## config.mk

```make
export PLATFORM = sky130hd
export DESIGN_NAME = plti_ctrl
export DESIGN_NICKNAME = d
export VERILOG_FILES = /design/src/design/plti_pkg.sv /design/src/design/plti_ctrl.sv
export SDC_FILE = /design/constraint.sdc
export NUM_CORES = 1
export LEC_CHECK = 0
export BUFFER_PORTS_ARGS = -buffer_cell sky130_fd_sc_hd__buf_4
export CAP_MARGIN = 40
export CORE_UTILIZATION = 45
export CTS_BUF_LIST = sky130_fd_sc_hd__clkbuf_8
export DETAILED_ROUTE_END_ITERATION = 10
export HOLD_SLACK_MARGIN = 0.03
export PLACE_DENSITY = 0.81
export SYNTH_ARGS = -nofsm -noshare
export SYNTH_HDL_FRONTEND = slang
export SYNTH_SLANG_ARGS = --single-unit
```

## constraint.sdc

```tcl
create_clock -name clk_i -period 4.2 [get_ports clk_i]
set_clock_uncertainty 0.2 [all_clocks]
set_input_delay 0.42 -clock clk_i [delete_from_list [all_inputs] [get_ports clk_i]]
set_output_delay 0.42 -clock clk_i [all_outputs]
set_load 0.02 [all_outputs]
```

## src/design/plti_pkg.sv

```systemverilog
package plti_pkg;

  // Field widths
  localparam int unsigned ACT_W = 2;
  localparam int unsigned WL_W  = 16;
  localparam int unsigned VAL_W = 32;
  localparam int unsigned ST_W  = 2;

  // Divider: one integer quotient bit plus sixteen fraction bits
  localparam int unsigned FRAC_W    = 16;
  localparam int unsigned QUO_W     = FRAC_W + 1;
  localparam int unsigned DIV_STEPS = QUO_W;
  localparam int unsigned DCNT_W    = 5;

  // Arithmetic widths
  localparam int unsigned DV_W   = VAL_W + 1;
  localparam int unsigned PROD_W = DV_W + QUO_W + 1;
  localparam int unsigned SUM_W  = PROD_W - FRAC_W;

  typedef enum logic [ACT_W-1:0] {
    ACT_CLEAR  = 2'd0,
    ACT_APPEND = 2'd1,
    ACT_QUERY  = 2'd2
  } action_e;

  typedef enum logic [ST_W-1:0] {
    ST_OK    = 2'd0,
    ST_RANGE = 2'd1,
    ST_FEW   = 2'd2,
    ST_FULL  = 2'd3
  } status_e;

  // Table read address source
  typedef enum logic [2:0] {
    RD_FIRST = 3'd0,
    RD_LAST  = 3'd1,
    RD_MID   = 3'd2,
    RD_LO    = 3'd3,
    RD_HI    = 3'd4
  } rd_sel_e;

  // Working result source
  typedef enum logic [1:0] {
    RES_HOLD = 2'd0,
    RES_ZERO = 2'd1,
    RES_V0   = 2'd2,
    RES_SUM  = 2'd3
  } res_sel_e;

  // Controller to datapath
  typedef struct packed {
    logic     latch_in;
    logic     clear_cnt;
    logic     append;
    rd_sel_e  rd_sel;
    logic     search_init;
    logic     search_mid;
    logic     search_upd;
    logic     cap_lo;
    logic     cap_hi;
    logic     div_step;
    logic     mul_en;
    res_sel_e res_sel;
    status_e  res_status;
    logic     load_out;
  } cmd_t;

  // Datapath to controller
  typedef struct packed {
    logic [ACT_W-1:0] action;
    logic             cnt_lt2;
    logic             full;
    logic             below_first;
    logic             above_last;
    logic             span_gt1;
    logic             flat;
    logic             div_last;
  } sts_t;

endpackage

```

## src/design/plti_ctrl.sv

```systemverilog
module plti_ctrl (
  input  logic           clk_i,
  input  logic           rst_ni,
  input  logic           in_valid_i,
  output logic           in_ready_o,
  output logic           out_valid_o,
  input  logic           out_ready_i,
  input  plti_pkg::sts_t sts_i,
  output plti_pkg::cmd_t cmd_o
);
  import plti_pkg::*;

  typedef enum logic [12:0] {
    S_IDLE   = 13'b0000000000001,
    S_EXEC   = 13'b0000000000010,
    S_FIRST  = 13'b0000000000100,
    S_LAST   = 13'b0000000001000,
    S_SEARCH = 13'b0000000010000,
    S_PROBE  = 13'b0000000100000,
    S_GETLO  = 13'b0000001000000,
    S_GETHI  = 13'b0000010000000,
    S_DIV    = 13'b0000100000000,
    S_MUL    = 13'b0001000000000,
    S_SUM    = 13'b0010000000000,
    S_OUT    = 13'b0100000000000,
    S_SPARE  = 13'b1000000000000
  } state_e;

  state_e state_q, state_d;
  logic   out_valid_q, out_valid_d;

  assign in_ready_o  = (state_q == S_IDLE);
  assign out_valid_o = out_valid_q;

  // Next state and commands
  always_comb begin
    state_d = state_q;
    cmd_o   = '0;
    cmd_o.rd_sel     = RD_LO;
    cmd_o.res_sel    = RES_HOLD;
    cmd_o.res_status = ST_OK;
    unique case (state_q)
      S_IDLE: begin
        if (in_valid_i) begin
          cmd_o.latch_in = 1'b1;
          state_d = S_EXEC;
        end
      end
      S_EXEC: begin
        cmd_o.res_sel    = RES_ZERO;
        cmd_o.res_status = ST_OK;
        state_d          = S_OUT;
        unique case (sts_i.action)
          ACT_CLEAR: cmd_o.clear_cnt = 1'b1;
          ACT_APPEND: begin
            if (sts_i.full) cmd_o.res_status = ST_FULL;
            else cmd_o.append = 1'b1;
          end
          ACT_QUERY: begin
            if (sts_i.cnt_lt2) begin
              cmd_o.res_status = ST_FEW;
            end else begin
              cmd_o.res_sel = RES_HOLD;
              cmd_o.rd_sel  = RD_FIRST;
              state_d       = S_FIRST;
            end
          end
          default: ;
        endcase
      end
      S_FIRST: begin
        if (sts_i.below_first) begin
          cmd_o.res_sel    = RES_ZERO;
          cmd_o.res_status = ST_RANGE;
          state_d          = S_OUT;
        end else begin
          cmd_o.rd_sel = RD_LAST;
          state_d      = S_LAST;
        end
      end
      S_LAST: begin
        if (sts_i.above_last) begin
          cmd_o.res_sel    = RES_ZERO;
          cmd_o.res_status = ST_RANGE;
          state_d          = S_OUT;
        end else begin
          cmd_o.search_init = 1'b1;
          state_d           = S_SEARCH;
        end
      end
      S_SEARCH: begin
        if (sts_i.span_gt1) begin
          cmd_o.rd_sel     = RD_MID;
          cmd_o.search_mid = 1'b1;
          state_d          = S_PROBE;
        end else begin
          cmd_o.rd_sel = RD_LO;
          state_d      = S_GETLO;
        end
      end
      S_PROBE: begin
        cmd_o.search_upd = 1'b1;
        state_d          = S_SEARCH;
      end
      S_GETLO: begin
        cmd_o.cap_lo = 1'b1;
        cmd_o.rd_sel = RD_HI;
        state_d      = S_GETHI;
      end
      S_GETHI: begin
        cmd_o.cap_hi = 1'b1;
        if (sts_i.flat) begin
          cmd_o.res_sel = RES_V0;
          state_d       = S_OUT;
        end else begin
          state_d = S_DIV;
        end
      end
      S_DIV: begin
        cmd_o.div_step = 1'b1;
        if (sts_i.div_last) state_d = S_MUL;
      end
      S_MUL: begin
        cmd_o.mul_en = 1'b1;
        state_d      = S_SUM;
      end
      S_SUM: begin
        cmd_o.res_sel = RES_SUM;
        state_d       = S_OUT;
      end
      S_OUT: begin
        if (!out_valid_q || out_ready_i) begin
          cmd_o.load_out = 1'b1;
          state_d        = S_IDLE;
        end
      end
      default: state_d = S_IDLE;
    endcase
  end

  // Output slot occupancy
  always_comb begin
    out_valid_d = out_valid_q;
    if (out_ready_i) out_valid_d = 1'b0;
    if (cmd_o.load_out) out_valid_d = 1'b1;
  end

  always_ff @(posedge clk_i or negedge rst_ni) begin
    if (!rst_ni) begin
      state_q     <= S_IDLE;
      out_valid_q <= 1'b0;
    end else begin
      state_q     <= state_d;
      out_valid_q <= out_valid_d;
    end
  end

endmodule

```

==> impl_metrics.ini <==
[route]
drc = 0
drtIter0Drc = 31
ant_nets = 0
drt-total-wl_mm = 2.61
num_vias = 1058
viasPerCell = 5.85
wl_per_cell_um = 14.4
drt_first_pass_iters = 4

[timing]
tns_ns = 0
setup-violations-final = 0
rsz0062_at_grt = false
slew_viol_final = 0
tightest_slew_ns = 0.943
finalHoldViolCount = 0
layout_worst_path_cycle_share = 0.716
max_freq_mhz = 333
slew_headroom = 0.366
timing.final.crit_period_ns = 3.01

[floorplan]
die_area_um2 = 2670
num_rows = 17
pin_count = 33
die_y_um = 51.7
core_area_um2 = 2280
initial_core_util = 0.488
die_x_um = 51.7

[worst_setup_path]
arrival_ns = 2.39
cp-end-kind = output pin
crit_type = reg2out
crit_path_start_kind = flip-flop
critPathMaxFanout = 11
critPathRequiredTime_ns = 3.58

[synthesis]
synth_edf_count = 0
avgSynthCellArea_um2 = 8.95
yosysWarnings = 0
synth_nets = 140
synthDistinctLibCells = 40
yosysSeqAreaShare = 0.294
yosys_most_used_dff = dfrtp_1
synth_async_sr_flop_share = 1.00
syn_area_um2 = 1110
synth_seq_cells = 13
synth_cells = 124

[place]
port-buffer-count = 32
dpl_cell_area_um2 = 1340
dp_hpwl_mm = 2.05
gp_congestion = 0.852

[power_and_ir_drop]
ir_drop_uv = 232
total_power_uw = 543
p_leak_uw = 0.000648
power_density_nw_per_um2 = 390

[hold_path]
hold_class = in2reg

[global_routing]
grtUsageTotal = 0.227
antenna_found_initial = 0
grt_max_degree = 14
grt_pass1_vias = 1031
globalRouteOverflowTotal = 0
grt_pass1_wl_mm = 4.49

[job]
maxCapViolations = 0

[clock_network]
root_buffer = clkbuf_8
clk_latency_ns = 0.24
cts_buffers = 3
cts.sinks = 13
cts_tree = yes
htreeDepth = 1
cts-resized-gates = 0
clkTransAtPathRegs_ns = 0.06
clock_path_buffers = 2

[finish]
most-common-layout-cells = buf_4 (32), dfrtp_1 (12), nor2b_1 (9)
syn2layout_area_growth_pct = 25.5
fill_cells = 194
final_common_cell = buf_4
finalInstanceArea_um2 = 1390
drive_gt1_frac = 0.314
antennaDiodeCount = 0
finish.net_count = 170

[status]
status = finished clean
cells by family (layout without fill, tap and decap cells):
logic type / after synthesis / count (layout) / share of synthesized area
xor+xnor: 3 / 3 / 0.0237
simple gates: 77 / 77 / 0.499
compound gates: 14 / 14 / 0.0857
buf+inv: 14 / 43 / 0.0631
fa+ha+maj: 3 / 3 / 0.0338
flops: 13 / 13 / 0.294
cell usage after synthesis, types with 2 or more instances:
library cell	number	area, µm²
nor4_1	6	37.5
nor3b_2	2	25.0
o21ai_0	4	20.0
nor2_1	8	30.0
ha_1	3	37.5
dfrtp_1	12	300
nor3_1	4	20.0
nor4b_1	4	35.0
inv_1	6	22.5
xnor2_1	2	17.5
nand2b_1	4	25.0
nand3b_1	2	15.0
nor2b_1	9	56.3
nand2_1	7	26.3
o21ai_1	2	10.0
and2_1	5	31.3
nand4_1	5	31.3
and3_1	3	18.8
nand3_1	5	25.0
buf_2	5	25.0
nor4_4	4	85.1
buf_4	3	22.5
nor4b_2	2	30.0
sequential cells by signal (all words and copies together), names as in the netlist:
register	flops
state_q	12
out_valid_o	1
through the flow:
step | util | cells | hold WS (ns) | setup WS, ns
after floorplan | - | 124 | -0.0756 | 1.77
after global placement | 0.588 | 176 | 0.0754 | 1.60
after detailed placement | 0.588 | 176 | 0.0799 | 1.47
after CTS | 0.612 | 181 | 0.147 | 1.21
after global routing | 0.612 | 181 | 0.147 | 1.01
final | 0.612 | 181 | 0.146 | 1.19
layer usage:
layer,GRT usage,part of all wire
met1,0.266,0.43
met2,0.400,0.52
met3,0.0468,0.039
met4,0.0901,0.0092
met5,0,0
area by class of cell:
type                       count  area [µm²]  area share
clock buffer                   3        41.3      0.0296
clock inverter                 1        3.75     0.00270
inverter                       6        22.5      0.0162
multi-input combinational     97         713       0.512
sequential                    13         327       0.235
tap                           28        35.0      0.0252
timing repair buffer          33         250       0.180
power breakdown:
part	total [µW]	switching [µW]	internal (µW)
clock	111	46.9	64.6
combinational	254	141	112
sequential	177	35.1	142
total	543	223	319
worst max-delay path: stages (launching register included):
cell	delay, ns
dfrtp_1	0.48
nor4_2	0.85
nand3_2	0.21
nor3b_2	0.25
nand2_1	0.08
o211ai_1	0.09
buf_4	0.17
path summary, 6_finish.rpt:
kind	startpoint	endpoint	slack (ns)	cells after the start
worst max register to register	state_q[4]	state_q[0]	1.83	5
worst min register to register	out_valid_o	out_valid_o	0.36	2
min in group asynchronous	rst_ni	state_q[1]	0.36	2
worst max-delay path	state_q[4]	cmd_o[13]	1.19	6
worst min-delay path	sts_i[4]	state_q[3]	0.15	2
max in group asynchronous	rst_ni	state_q[0]	3.19	2
repair_timing:
item                                   4_1_cts  5_1_grt
hold buffers                                 1        0
buffers inserted                             0        0
setup endpoints to repair                    0        0
endpoints found under the hold margin       12        0
No activity file was read; power rests on OpenSTA's default activity.
